File: src/sv/jpts_pkg.sv
`default_nettype none
package jpts_pkg;

  localparam int unsigned ANGLE_W  = 7;
  localparam int unsigned VALUE_W  = 16;
  localparam int unsigned ERR_W    = VALUE_W + 1;
  localparam int unsigned ENTRY_W  = 2 * VALUE_W;
  localparam int unsigned LEG_W    = 3;
  localparam int unsigned CFG_IDX_W = 2;

  localparam int unsigned DEFAULT_POSE = 42;

  localparam logic CMD_LOAD  = 1'b0;
  localparam logic CMD_SOLVE = 1'b1;

  localparam logic [CFG_IDX_W-1:0] CFG_TARGET_HEIGHT   = 2'd0;
  localparam logic [CFG_IDX_W-1:0] CFG_SEARCH_RADIUS   = 2'd1;
  localparam logic [CFG_IDX_W-1:0] CFG_START_TOLERANCE = 2'd2;

  // Scan window handed from the control FSM to the scan engine.
  typedef struct packed {
    logic               start;
    logic [ANGLE_W-1:0] knee_lo;
    logic [ANGLE_W-1:0] knee_hi;
    logic [ANGLE_W-1:0] ankle_lo;
    logic [ANGLE_W-1:0] ankle_hi;
  } scan_req_t;

  typedef struct packed {
    logic busy;
    logic done;
  } scan_status_t;

endpackage
`default_nettype wire

File: src/sv/jpts_scan.sv
`default_nettype none
module jpts_scan #(
  parameter int unsigned ANGLE_COUNT = 91
) (
  input  wire logic                                   clk_i,
  input  wire logic                                   rst_ni,
  input  wire jpts_pkg::scan_req_t                    req_i,
  input  wire logic signed [jpts_pkg::VALUE_W-1:0]    want_i,
  input  wire logic signed [jpts_pkg::VALUE_W-1:0]    target_height_i,
  input  wire logic [jpts_pkg::VALUE_W-2:0]           tolerance_i,
  input  wire logic [jpts_pkg::ENTRY_W-1:0]           rdata_i,
  output logic                                        re_o,
  output logic [$clog2(ANGLE_COUNT*ANGLE_COUNT)-1:0]  raddr_o,
  output jpts_pkg::scan_status_t                      status_o,
  output logic [jpts_pkg::ANGLE_W-1:0]                best_knee_o,
  output logic [jpts_pkg::ANGLE_W-1:0]                best_ankle_o,
  output logic                                        found_o
);

  localparam int unsigned MW  = $clog2(ANGLE_COUNT * ANGLE_COUNT);
  localparam int unsigned DEF = (jpts_pkg::DEFAULT_POSE < ANGLE_COUNT - 1) ?
                                jpts_pkg::DEFAULT_POSE : ANGLE_COUNT - 1;
  localparam int unsigned AW  = jpts_pkg::ANGLE_W;
  localparam int unsigned EW  = jpts_pkg::ERR_W;
  localparam int unsigned VW  = jpts_pkg::VALUE_W;

  logic [AW-1:0] knee_q, knee_d, ankle_q, ankle_d;
  logic [AW-1:0] ankle_lo_q, knee_hi_q, ankle_hi_q;
  logic          issue_q, issue_d;
  logic          row_end, last_issue;

  logic          cmp_v_q, cmp_last_q;
  logic [AW-1:0] cmp_knee_q, cmp_ankle_q;

  logic [EW-1:0] best_h_q, best_h_d, best_r_q, best_r_d;
  logic [AW-1:0] best_k_q, best_k_d, best_a_q, best_a_d;
  logic          found_q, found_d;

  logic [EW-1:0] diff_h, diff_r, err_h, err_r;
  logic          take;

  assign row_end    = (ankle_q == ankle_hi_q);
  assign last_issue = issue_q && row_end && (knee_q == knee_hi_q);

  always_comb begin
    knee_d  = knee_q;
    ankle_d = ankle_q;
    issue_d = issue_q;
    if (req_i.start) begin
      knee_d  = req_i.knee_lo;
      ankle_d = req_i.ankle_lo;
      issue_d = 1'b1;
    end else if (issue_q) begin
      if (row_end) begin
        ankle_d = ankle_lo_q;
        if (knee_q == knee_hi_q) begin
          issue_d = 1'b0;
        end else begin
          knee_d = knee_q + AW'(1);
        end
      end else begin
        ankle_d = ankle_q + AW'(1);
      end
    end
  end

  assign re_o    = issue_q;
  assign raddr_o = MW'(knee_q * ANGLE_COUNT) + MW'(ankle_q);

  // Exact 17-bit magnitudes of both errors; height sits in the low half of a word.
  always_comb begin
    diff_h = {target_height_i[VW-1], target_height_i} -
             {rdata_i[VW-1], rdata_i[VW-1:0]};
    diff_r = {want_i[VW-1], want_i} - {rdata_i[2*VW-1], rdata_i[2*VW-1:VW]};
    err_h  = diff_h[EW-1] ? (~diff_h + EW'(1)) : diff_h;
    err_r  = diff_r[EW-1] ? (~diff_r + EW'(1)) : diff_r;
    take   = cmp_v_q && (err_h < best_h_q) && (err_r < best_r_q);
  end

  always_comb begin
    best_h_d = best_h_q;
    best_r_d = best_r_q;
    best_k_d = best_k_q;
    best_a_d = best_a_q;
    found_d  = found_q;
    if (req_i.start) begin
      best_h_d = EW'(tolerance_i);
      best_r_d = EW'(tolerance_i);
      best_k_d = AW'(DEF);
      best_a_d = AW'(DEF);
      found_d  = 1'b0;
    end else if (take) begin
      best_h_d = err_h;
      best_r_d = err_r;
      best_k_d = cmp_knee_q;
      best_a_d = cmp_ankle_q;
      found_d  = 1'b1;
    end
  end

  always_ff @(posedge clk_i or negedge rst_ni) begin
    if (!rst_ni) begin
      issue_q    <= 1'b0;
      cmp_v_q    <= 1'b0;
      cmp_last_q <= 1'b0;
      found_q    <= 1'b0;
    end else begin
      issue_q    <= issue_d;
      cmp_v_q    <= issue_q;
      cmp_last_q <= last_issue;
      found_q    <= found_d;
    end
  end

  always_ff @(posedge clk_i) begin
    knee_q      <= knee_d;
    ankle_q     <= ankle_d;
    cmp_knee_q  <= knee_q;
    cmp_ankle_q <= ankle_q;
    best_h_q    <= best_h_d;
    best_r_q    <= best_r_d;
    best_k_q    <= best_k_d;
    best_a_q    <= best_a_d;
    if (req_i.start) begin
      ankle_lo_q <= req_i.ankle_lo;
      knee_hi_q  <= req_i.knee_hi;
      ankle_hi_q <= req_i.ankle_hi;
    end
  end

  assign status_o.busy = issue_q || cmp_v_q;
  assign status_o.done = cmp_v_q && cmp_last_q;
  assign best_knee_o   = best_k_q;
  assign best_ankle_o  = best_a_q;
  assign found_o       = found_q;

  property p_done_ends_scan;
    @(posedge clk_i) disable iff (!rst_ni) status_o.done |=> !cmp_v_q;
  endproperty
  a_done_ends_scan: assert property (p_done_ends_scan)
    else $error("scan kept comparing after its last entry");

  property p_issue_in_window;
    @(posedge clk_i) disable iff (!rst_ni)
      issue_q |-> (ankle_q <= ankle_hi_q) && (knee_q <= knee_hi_q);
  endproperty
  a_issue_in_window: assert property (p_issue_in_window)
    else $error("scan address left its window");

  property p_best_in_table;
    @(posedge clk_i) disable iff (!rst_ni)
      found_q |-> (best_k_q < ANGLE_COUNT) && (best_a_q < ANGLE_COUNT);
  endproperty
  a_best_in_table: assert property (p_best_in_table)
    else $error("best pose outside the table");

endmodule
`default_nettype wire

File: config.mk
export PLATFORM = sky130hd
export DESIGN_NAME = jpts_scan
export DESIGN_NICKNAME = d
export VERILOG_FILES = /design/src/sv/jpts_pkg.sv /design/src/sv/jpts_scan.sv
export SDC_FILE = /design/constraint.sdc
export NUM_CORES = 1
export LEC_CHECK = 0
export BUFFER_PORTS_ARGS = -buffer_cell sky130_fd_sc_hd__buf_2
export CAP_MARGIN = 20
export CORE_UTILIZATION = 52
export DETAILED_ROUTE_END_ITERATION = 8
export PLACE_DENSITY = 0.71
export SLEW_MARGIN = 20
export SYNTH_ARGS = -nofsm -noshare
export SYNTH_HDL_FRONTEND = slang
export SYNTH_SLANG_ARGS = --single-unit
File: constraint.sdc
create_clock -name clk_i -period 6.6 [get_ports clk_i]
set_clock_uncertainty 0.1 [all_clocks]
set_input_delay 0.99 -clock clk_i [delete_from_list [all_inputs] [get_ports clk_i]]
set_output_delay 0.99 -clock clk_i [all_outputs]
set_load 0.005 [all_outputs]
## After elaboration in Yosys (flattened, before gate mapping)

Index checks and enable logic that the tools add are counted.

- Add/sub/neg operators: 7
- Multiply operators: 1
- Order comparisons: 2
- Equal/unequal tests: 3
- Mux-type cells: 19
- Bitwise logic cells: 2
- Reductions and logical operators: 10

Operators with widths:

| operator | count |
|---|---|
| $mux W15 | 4 |
| $mux W7 | 7 |
| $add A17 B1 Y17 const B | 2 |
| $lt A17 B17 Y1 | 2 |
| $mux W17 | 2 |
| $not A17 Y17 | 2 |
| $sub A16 B16 Y17 | 2 |
| $add A14 B7 Y14 | 1 |
| $add A7 B1 Y7 const B | 2 |
| $eq A7 B7 Y1 | 2 |
| $mul A7 B7 Y14 const B | 1 |
| $mux W1 | 6 |
| $reduce_bool A2 Y1 | 3 |
| $logic_and A1 B1 Y1 | 5 |
| $reduce_and A3 Y1 | 1 |
| $ne A2 B2 Y1 const B | 1 |
| $logic_or A1 B1 Y1 | 1 |

- Register bits: 101
- Input port bits: 110
- Output and inout bits: 32
- Logic and storage cells: 61

## Longest topological paths before layout

Gate-level depths: netlist of the first run.

- Depth in word-level cells: 9
- Mapped depth: 24

## Least setup slack after synthesis of the first run

OpenSTA, ideal clock, no wires.

- Path kind: input-to-reg
- Start: input port rdata_i[2] (netlist bit)
- End: register best_h_q[0], enable pin
- Setup time: 0.373 ns
- Arrival: 5.745 ns
- Required time: 6.127 ns
- Path slack: 0.382 ns
- Stages on the path: 19
- Cell sequence: inv_1 > ha_1 > nor2b_1 > o31a_1 > o311a_4 > o41ai_2 > or3b_1 > and2_1 > buf_6 > a21o_1 > xnor2_1 > ha_1 > a211o_1 > a2111oi_0 > a21oi_1 > nor4_1 > clkbuf_1 > clkbuf_1 > or2_2

- Cells in the longest elaborated chain, start to end: 8

RTL lines:

| item | line | text |
|---|---|---|
| start: declaration | jpts_scan.sv:11 | `input wire logic [jpts_pkg::ENTRY_W-1:0] rdata_i,` |
| $sub A16 B16 Y17 (*) | jpts_scan.sv:72 | `diff_h = {target_height_i[VW-1], target_height_i} -` |
| $not A17 Y17 | jpts_scan.sv:75 | `err_h = diff_h[EW-1] ? (~diff_h + EW'(1)) : diff_h;` |
| $add A17 B1 Y17 | jpts_scan.sv:75 |  |
| $mux W17 (*) | jpts_scan.sv:75 |  |
| $lt A17 B17 Y1 (*) | jpts_scan.sv:77 | `take = cmp_v_q && (err_h < best_h_q) && (err_r < best_r_q);` |
| $logic_and A1 B1 Y1 (*) (2 in a row) | jpts_scan.sv:77 |  |
| $reduce_bool A2 Y1 (no source line) (*) | - |  |
| end signal: assignment | jpts_scan.sv:120 | `best_h_q <= best_h_d;` |
| end: declaration | jpts_scan.sv:35 | `logic [EW-1:0] best_h_q, best_h_d, best_r_q, best_r_d;` |

Mark *: on every way between the ends. The rest lies on a longest branch, timed or not.
A chain may end at the register's enable or synchronous reset.

## Worst setup path in the final report of the first run

- Start: register knee_q[0]
- End: output port raddr_o[12]

- Cells in the longest elaborated chain, start to end: 2

RTL lines:

| item | line | text |
|---|---|---|
| start: declaration | jpts_scan.sv:27 | `logic [AW-1:0] knee_q, knee_d, ankle_q, ankle_d;` |
| start signal: assignment | jpts_scan.sv:116 | `knee_q <= knee_d;` |
| $mul A7 B7 Y14 | jpts_scan.sv:68 | `assign raddr_o = MW'(knee_q * ANGLE_COUNT) + MW'(ankle_q);` |
| $add A14 B7 Y14 | jpts_scan.sv:68 |  |
| end: declaration | jpts_scan.sv:13 | `output logic [$clog2(ANGLE_COUNT*ANGLE_COUNT)-1:0] raddr_o,` |

Every way passes these cells.

==> impl_metrics.json, run 1 <==
{
  "status": "completed",
  "synth_nets": 1123,
  "vias_per_cell": 5.24,
  "syn_inst": 888,
  "min_period_over_period": 0.881,
  "insertion_delay_ns": 0.35,
  "hold_viol_final": 0,
  "fin_tns_setup_ns": 0,
  "synth_edf_count": 65,
  "grt_pass1_wl_um": 27800,
  "die_h_um": 129,
  "dp_slack_ns": 0.534,
  "diodes": 0,
  "startpoint_type": "flip-flop",
  "start_util": 0.540,
  "cts_setup_buffers": 0,
  "die_w_um": 129,
  "drv_cap": 0,
  "ys_warn_count": 0,
  "cts_tree": "yes",
  "drcViolationCount": 0,
  "synth_cell_types": 68,
  "hold_buffers": 0,
  "clock_sinks": 101,
  "place_congestion": 0.832,
  "slew_viol_final": 0,
  "required_ns": 5.51,
  "wl_um": 16500,
  "critPathArrivalTime_ns": 4.72,
  "yosysTopAreaCellShare": 0.234,
  "finalSetupViolations": 0,
  "grt_pass1_vias": 6269,
  "ctsLongestPathBuffers": 2,
  "yosysSeqAreaShare": 0.323,
  "synth_ff_type": "edfxtp_1",
  "dieArea_um2": 16500,
  "tightest_slew_ns": 0.732,
  "fin_ws_ns": 0.788,
  "period_needed_ns": 5.81,
  "crit_fanout": 9,
  "rsz0062_at_grt": "no",
  "slew_headroom": 0.506,
  "synth.avg_cell_area_um2": 9.39,
  "yosys.area.top_type": "edfxtp_1",
  "cellLeakagePower_nw": 4.49,
  "yosys-top-cells-area": "edfxtp_1 (23%), ha_1 (16%), dfxtp_1 (7.7%)",
  "seq_area_um2": 2690,
  "grt_start_max_net_pins": 68,
  "cp-end-kind": "output port",
  "multi_input_area_um2": 5080,
  "holdCritPathClass": "flip-flop to flip-flop",
  "powerDensity_nw_per_um2": 307,
  "synth.ff_latch_count": 101,
  "drt_iter0_markers": 302,
  "grt_usage": 0.210,
  "critPathKind": "flip-flop to output port",
  "fmax_mhz": 172,
  "place_area_um2": 9250,
  "cts.clk_slew.worst_paths_ns": 0.07,
  "layout.nets": 1257,
  "core_um2": 15400,
  "syn_area_um2": 8340,
  "grt_overflow": 0,
  "async_flop_share": 0.0396,
  "htree_levels": 3,
  "drive_gt1_frac": 0.194,
  "fin_total_pwr_mw": 2.93,
  "vias": 6485,
  "dpl.hpwl_um": 13100,
  "num_rows": 45,
  "wl_per_cell_um": 13.3,
  "dr.pass1.iters": 5,
  "postCtsResizedCells": 0,
  "finalInstanceArea_um2": 9530,
  "nFillCells": 1403,
  "antenna_left": 0,
  "io_pins": 142,
  "placement.io_buffers": 141,
  "area_delta_synth_final_pct": 14.3,
  "vdd_ir_drop_max_uv": 284,
  "cts_buffers": 9,
  "cts-root-buf": "clkbuf_16",
  "antenna_found_initial": 0
}
## cells by family (layout without fill, tap and decap cells)
logic type | count (synthesis) | after routing | share of synthesized area
and+or+nand+nor | 213 | 213 | 0.126
AOI/OAI and AO/OA | 187 | 187 | 0.151
buffers and inverters | 150 | 289 | 0.0684
adders and majority gates | 125 | 125 | 0.206
DFF | 101 | 101 | 0.323
xor gates and xnor gates | 77 | 77 | 0.0809
muxes | 35 | 35 | 0.0456
## worst max-delay path, stage by stage (launching register included)
cell and delay (ns):
edfxtp_1 0.57, ha_1 0.33, fa_1 0.45, ha_1 0.29
inv_1 0.05, fa_1 0.54, inv_1 0.04, ha_1 0.32
nor2b_1 0.14, o21ai_0 0.22, a21boi_0 0.15, o21ai_0 0.22
a21boi_0 0.14, o21ai_0 0.18, nand2b_1 0.12, a2111oi_0 0.35
nand3b_1 0.15, buf_2 0.11
## registers in the layout (all words and copies together), names as in the netlist
register	count
best_h_q	17
ankle_q	7
knee_hi_q	7
cmp_last_q	1
best_ankle_o	7
re_o	1
cmp_knee_q	7
cmp_ankle_q	7
found_o	1
knee_q	7
ankle_hi_q	7
best_knee_o	7
best_r_q	17
ankle_lo_q	7
cmp_v_q	1
## per-layer routing
layer,GRT usage,vias up,share of wire
met1,0.260,2988,0.45
met5,0,-,0
met3,0.0470,13,0.045
met2,0.377,116,0.49
met4,0.0381,0,0.0076
li1,-,3368,-
## cells in the mapped netlist, drive strengths merged, types with 20 or more instances
library cell	instances
xor2	30
dfxtp	32
mux2	24
xnor2	47
o21ai	56
a21oi	40
edfxtp	65
ha	105
nor2	55
nand2	57
fa	20
inv	129
## cells in the final DEF (no fill, tap or decap), types with 30 or more instances in the layout
cell and count:
xnor2_1 47, dfxtp_1 32, a21oi_1 39, edfxtp_1 65
inv_1 129, ha_1 105, nand2_1 57, xor2_1 30
nor2_1 55, o21ai_0 54, buf_2 140
## cell type report
type                    instances  share of cell area
repair buffers                144              0.0767
clock buffers                   9              0.0236
multi-input cells             637               0.533
inverters                     129              0.0508
flip-flops and latches        101               0.283
well taps                     211              0.0277
clock inverters                 7             0.00538
## final timing paths
check                      slack, ns        endpoint           from  depth (start not counted)
max                             0.79     raddr_o[12]      knee_q[0]                         17
min in group asynchronous       0.34         found_o         rst_ni                          1
min                             0.33  best_knee_o[5]  cmp_knee_q[5]                          1
max reg2reg                     3.67     best_h_q[0]   best_h_q[10]                          7
max in group asynchronous       5.92            re_o         rst_ni                          1
min reg2reg                     0.33  best_knee_o[5]  cmp_knee_q[5]                          1
## per-stage QoR
| stage | hold slack (ns) | instances | utilization |
|---|---|---|---|
| after floorplan | 0.311 | 888 | - |
| after global placement | 0.314 | 1222 | 0.600 |
| after detailed placement | 0.321 | 1222 | 0.600 |
| after CTS | 0.337 | 1238 | 0.618 |
| after global routing | 0.333 | 1238 | 0.618 |
| final | 0.335 | 1238 | 0.618 |
## power breakdown
part	leakage [nW]	internal (mW)	switching (mW)
Sequential	0.960	0.835	0.0632
Combinational	3.39	0.718	0.814
Clock	0.141	0.260	0.236
No activity file was read; power rests on OpenSTA's default activity.
==> run 2: changes to the inputs <==
--- a/config.mk
+++ b/config.mk
@@ -5,11 +5,12 @@
 export SDC_FILE = /design/constraint.sdc
 export NUM_CORES = 1
 export LEC_CHECK = 0
+export ABC_AREA = 1
 export BUFFER_PORTS_ARGS = -buffer_cell sky130_fd_sc_hd__buf_2
-export CAP_MARGIN = 20
 export CORE_UTILIZATION = 52
+export CTS_BUF_LIST = sky130_fd_sc_hd__clkbuf_8
 export DETAILED_ROUTE_END_ITERATION = 8
-export PLACE_DENSITY = 0.71
+export PLACE_DENSITY = 0.7
 export SLEW_MARGIN = 20
 export SYNTH_ARGS = -nofsm -noshare
 export SYNTH_HDL_FRONTEND = slang
==> run 2 against run 1 <==
Against the previous run: synthesized cell count grew 51%; utilization is 1.6 points lower; synthesized area increased by 13%; global-route usage rose by 1.5 points; die area rose by 12%; via count grew 29%; sequential power increased by 3.1%; largest cell class unchanged; largest power group unchanged.
==> impl_metrics.json, run 2 <==
{
  "drive_gt1_frac": 0.141,
  "syn_area_um2": 9380,
  "synth_cell_types": 42,
  "io_pins": 142,
  "yosys.area.top_type": "edfxtp_1",
  "dieArea_um2": 18600,
  "die_h_um": 136,
  "yosysSeqAreaShare": 0.287,
  "cts_setup_buffers": 0,
  "cts_buffers": 9,
  "antenna_found_initial": 0,
  "synth_ff_type": "edfxtp_1",
  "synth.avg_cell_area_um2": 6.98,
  "p_clk_frac": 0.133,
  "grt_start_max_net_pins": 53,
  "clock_sinks": 101,
  "hold_buffers": 0,
  "status": "completed",
  "fmax_mhz": 178,
  "layout_common_cells": "nand2_1 (412), inv_1 (269), buf_2 (141), ha_1 (105), nand3_1 (95)",
  "utilization": 0.602,
  "worstRegToRegCells": 13,
  "dp_slack_ns": 1.05,
  "die_w_um": 136,
  "drv_cap": 0,
  "yosys-top-cells-area": "edfxtp_1 (21%), nand2_1 (16%), ha_1 (14%)",
  "vdd_ir_drop_max_uv": 298,
  "grt_usage": 0.225,
  "critical_path_depth": 16,
  "core_um2": 17500,
  "switching_power_mw": 1.35,
  "rsz0062_at_grt": "no",
  "placement.io_buffers": 141,
  "top_layer": "met4",
  "slowest_stage": "edfxtp_1",
  "vias": 8397,
  "async_flop_share": 0.0396,
  "syn_inst": 1345,
  "min_period_over_period": 0.853,
  "crit_path_frequent_cell": "fa_1",
  "critPathKind": "flip-flop to output port",
  "drt-met1-wl_um": 9760,
  "wl_per_cell_um": 11.9,
  "tightest_slew_ns": 1.15,
  "finalSetupViolations": 0,
  "slew_viol_final": 0,
  "slowest_delay_ns": 0.58,
  "power_frac_seq": 0.303,
  "cts-root-buf": "clkbuf_8",
  "dp_cells": 1699,
  "critPathArrivalTime_ns": 4.54,
  "hold_ws_ns": 0.295,
  "fin_ws_ns": 0.970,
  "cts.clk_slew.worst_paths_ns": 0.11,
  "startpoint_type": "flip-flop",
  "num_rows": 48,
  "slew_headroom": 0.225,
  "nFillCells": 1661,
  "insertion_delay_ns": 0.37,
  "crit_fanout": 8,
  "vias_per_cell": 4.90,
  "dpl.hpwl_um": 16800,
  "swShare": 0.441,
  "cellLeakagePower_nw": 5.91,
  "ctsLongestPathBuffers": 2,
  "dr_wl_met3_um": 601,
  "biggestRegsByFlops": "best_h_q x17, best_r_q x17",
  "grt_overflow": 0,
  "layout.nets": 1720,
  "layout_commonest_cell": "nand2_1",
  "place_congestion": 0.866,
  "antenna_left": 0,
  "yosysTopAreaCellShare": 0.208,
  "finalInstanceArea_um2": 10500,
  "htree_levels": 3,
  "grt_pass1_vias": 7779,
  "crit_chain": "ha_1 -> fa_1 -> inv_1 -> fa_1 -> fa_1 -> inv_1 -> ha_1 -> nand2_1 -> o21ai_0 -> a21oi_1 -> o21ai_0 -> a21oi_1 -> nor2_1 -> nor2_1 -> xnor2_1 -> buf_2",
  "reg2reg_slack_ns": 3.69,
  "area_delta_synth_final_pct": 12.2,
  "postCtsResizedCells": 0,
  "holdCritPathClass": "input pin to asynchronous set/reset pin",
  "drt_iter0_markers": 341,
  "combPwrFrac": 0.563,
  "diodes": 0,
  "drcViolationCount": 0,
  "grt_pass1_wl_um": 33500,
  "start_util": 0.537,
  "intPower_mw": 1.71,
  "synth.ff_latch_count": 101,
  "synth_edf_count": 65,
  "ys_top_cells_by_count": "nand2_1 (412), inv_1 (269), ha_1 (105), nand3_1 (95), nor2_1 (86)",
  "powerDensity_nw_per_um2": 290,
  "period_needed_ns": 5.63,
  "place_area_um2": 10300,
  "synth_most_common_cell": "nand2_1",
  "ys_warn_count": 0,
  "cpLargestDelayFamily": "adder cells",
  "required_ns": 5.51,
  "crit_buf_inv": 3,
  "hold_viol_final": 0,
  "fin_total_pwr_mw": 3.05,
  "cp-end-kind": "output port",
  "fin_tns_setup_ns": 0,
  "cts_tree": "yes",
  "dr_wl_met2_um": 9690,
  "final_cells": 1715,
  "dr.pass1.iters": 4,
  "wl_um": 20400,
  "synth_nets": 1580
}
## run 2: cell families after synthesis
logic type,synth area share
AOI/OAI and AO/OA,0.0638
xor gates and xnor gates,0.0428
adders and majority gates,0.183
buffers and inverters,0.119
DFF,0.287
and+or+nand+nor,0.305
## run 2: final timing paths
path / startpoint / end
worst max-delay path: knee_q[1] / raddr_o[13]
worst min-delay path: rst_ni / cmp_last_q
worst max register to register: best_r_q[16] / best_r_q[2]
worst min register to register: cmp_ankle_q[4] / best_ankle_o[4]
max in group asynchronous: rst_ni / cmp_v_q
min in group clk_i: cmp_ankle_q[4] / best_ankle_o[4]
## run 2: area by class of cell
class	count	area (um2)	area share
Multi-Input combinational cell	953	5580	0.530
Clock buffer	9	124	0.0118
Timing Repair Buffer	144	728	0.0692
Sequential cell	101	2690	0.256
Clock inverter	7	86.3	0.00820
Tap cell	225	282	0.0268
Inverter	276	1040	0.0984
## run 2: per-layer routing
metal,GRT usage,up-vias
met5,0,-
met4,0.0691,0
met3,0.0220,27
met2,0.403,171
met1,0.283,3695
li1,-,4504
## run 2: worst register-to-register path, cell delays in order (launching register included)
cell,delay (ns)
dfxtp_1,0.35
inv_1,0.05
ha_1,0.30
nand2_1,0.06
inv_1,0.06
nand3_1,0.10
nor3_1,0.24
nand4_1,0.13
nand3_1,0.13
nor2_1,0.06
buf_4,0.17
nor2_1,0.51
inv_1,0.09
buf_4,0.28
## run 2: power groups by stage
| stage | registers (mW) | clock network (mW) | logic [mW] |
|---|---|---|---|
| 6_report | 0.927 | 0.407 | 1.72 |
| 5_1_grt | 0.940 | 0.436 | 2.01 |
| 4_1_cts | 0.927 | 0.419 | 1.74 |
| 3_5_place_dp | 0.941 | 0 | 1.73 |
| 3_3_place_gp | 0.938 | 0 | 1.69 |
| 2_1_floorplan | 0.921 | 0 | 1.24 |
==> run 3: changes to the inputs <==
--- a/config.mk
+++ b/config.mk
@@ -8,7 +8,6 @@
 export ABC_AREA = 1
 export BUFFER_PORTS_ARGS = -buffer_cell sky130_fd_sc_hd__buf_2
 export CORE_UTILIZATION = 52
-export CTS_BUF_LIST = sky130_fd_sc_hd__clkbuf_8
 export DETAILED_ROUTE_END_ITERATION = 8
 export PLACE_DENSITY = 0.7
 export SLEW_MARGIN = 20
==> run 3 against run 2 <==
Against the previous run: sequential power barely moved; flip-flop and latch count did not move; non-clock buffer count unchanged; wire length is 0.55% higher; power grew 4.5%; global-route usage increased by 0.12 points; setup slack improved by 0.035 ns; critical path type unchanged.
==> impl_metrics.json, run 3 (synthesized netlist as in run 2, its figures left out) <==
{
  "crit_fanout": 8,
  "die_w_um": 136,
  "dp_cells": 1699,
  "postCtsResizedCells": 0,
  "combPwrFrac": 0.540,
  "start_util": 0.537,
  "io_pins": 142,
  "final_cells": 1715,
  "ctsLongestPathBuffers": 2,
  "placement.io_buffers": 141,
  "core_um2": 17500,
  "switching_power_mw": 1.36,
  "wl_um": 20500,
  "cellLeakagePower_nw": 5.95,
  "grt_pass1_vias": 7825,
  "insertion_delay_ns": 0.35,
  "fin_total_pwr_mw": 3.19,
  "layout.nets": 1720,
  "rsz0062_at_grt": "no",
  "slew_headroom": 0.224,
  "power_frac_seq": 0.291,
  "layout_common_cells": "nand2_1 (412), inv_1 (269), buf_2 (141), ha_1 (105), nand3_1 (95)",
  "startpoint_type": "flip-flop",
  "hold_viol_final": 0,
  "fmax_mhz": 179,
  "p_clk_frac": 0.169,
  "fin_tns_setup_ns": 0,
  "cp-end-kind": "output port",
  "die_h_um": 136,
  "finalSetupViolations": 0,
  "status": "completed",
  "htree_levels": 3,
  "swShare": 0.428,
  "min_period_over_period": 0.848,
  "cts_buffers": 9,
  "period_needed_ns": 5.60,
  "cts.clk_slew.worst_paths_ns": 0.08,
  "grt_usage": 0.226,
  "hold_buffers": 0,
  "slew_viol_final": 0,
  "dpl.hpwl_um": 16800,
  "grt_pass1_wl_um": 33700,
  "vdd_ir_drop_max_uv": 298,
  "holdCritPathClass": "input pin to asynchronous set/reset pin",
  "powerDensity_nw_per_um2": 300,
  "rr_endpoint": "best_h_q[4]",
  "reg2reg_slack_ns": 3.70,
  "cts_setup_buffers": 0,
  "layout_commonest_cell": "nand2_1",
  "tightest_slew_ns": 1.15,
  "drcViolationCount": 0,
  "place_congestion": 0.866,
  "required_ns": 5.51,
  "critPathArrivalTime_ns": 4.51,
  "antenna_found_initial": 0,
  "dr.pass1.iters": 4,
  "grt_start_max_net_pins": 53,
  "grt_overflow": 0,
  "drive_gt1_frac": 0.141,
  "vias": 8415,
  "drt_iter0_markers": 357,
  "worstRegToRegCells": 13,
  "dieArea_um2": 18600,
  "num_rows": 48,
  "diodes": 0,
  "wl_per_cell_um": 12.0,
  "cts_tree": "yes",
  "nFillCells": 1646,
  "biggestRegsByFlops": "best_h_q x17, best_r_q x17",
  "cts-root-buf": "clkbuf_16",
  "reg2reg_from": "best_r_q[16]",
  "clock_sinks": 101,
  "antenna_left": 0,
  "vias_per_cell": 4.91,
  "drv_cap": 0,
  "critPathKind": "flip-flop to output port",
  "area_delta_synth_final_pct": 13.3,
  "intPower_mw": 1.83
}
-- run 3: cell counts in the layout (fill, tap and decap cells not counted) --
Identical to the previous run, type by type.
-- run 3: routing by layer --
| metal | part of all wire | global-route usage | wire (um) | vias to the layer above |
|---|---|---|---|---|
| met4 | 0.020 | 0.0747 | 419 | 0 |
| met2 | 0.47 | 0.406 | 9720 | 177 |
| met1 | 0.47 | 0.283 | 9720 | 3699 |
| met3 | 0.033 | 0.0209 | 679 | 31 |
| met5 | 0 | 0 | 0 | - |
| li1 | - | - | - | 4508 |
-- run 3: how the worst max path moves through the flow --
stage	to	startpoint	slack, ns
3_3_place_gp	best_h_q[1]	want_i[0]	1.13
4_1_cts	raddr_o[13]	knee_q[1]	0.98
3_5_place_dp	best_r_q[1]	want_i[0]	1.05
5_1_grt	raddr_o[13]	knee_q[1]	0.73
2_1_floorplan	best_h_q[0]	want_i[0]	1.49
6_report	raddr_o[13]	knee_q[1]	1.00
-- run 3: power by group through the flow --
stage               Sequential [mW]  Combinational, mW  Clock, mW
floorplan                     0.921               1.24          0
global placement              0.938               1.69          0
detailed placement            0.941               1.73          0
CTS                           0.927               1.74      0.550
global route                  0.940               2.01      0.572
finish                        0.927               1.72      0.540
-- run 3: area by class of cell --
type,instances,area (um2),share of cell area
Sequential cell,101,2690,0.253
Inverter,276,1040,0.0975
Clock buffer,9,225,0.0212
Multi-Input combinational cell,953,5580,0.525
Tap cell,225,282,0.0265
Timing Repair Buffer,144,728,0.0685
Clock inverter,7,86.3,0.00813
-- run 3: metrics by stage --
step | hold slack, ns | cell area [um2] | setup WS (ns) | util
floorplan | 0.296 | 9380 | 1.49 | -
global placement | 0.298 | 10300 | 1.13 | 0.590
detailed placement | 0.306 | 10300 | 1.05 | 0.590
CTS | 0.326 | 10600 | 0.982 | 0.608
global route | 0.332 | 10600 | 0.729 | 0.608
finish | 0.320 | 10600 | 1.00 | 0.608
-- run 3: critical path: stages, from the launching register on --
cell and delay [ns]:
edfxtp_1 0.56, ha_1 0.42, fa_1 0.54, inv_1 0.05
fa_1 0.50, fa_1 0.54, inv_1 0.04, ha_1 0.35
nand2_1 0.11, o21ai_0 0.08, a21oi_1 0.22, o21ai_0 0.17
a21oi_1 0.15, nor2_1 0.05, nor2_1 0.11, xnor2_1 0.13
buf_2 0.13
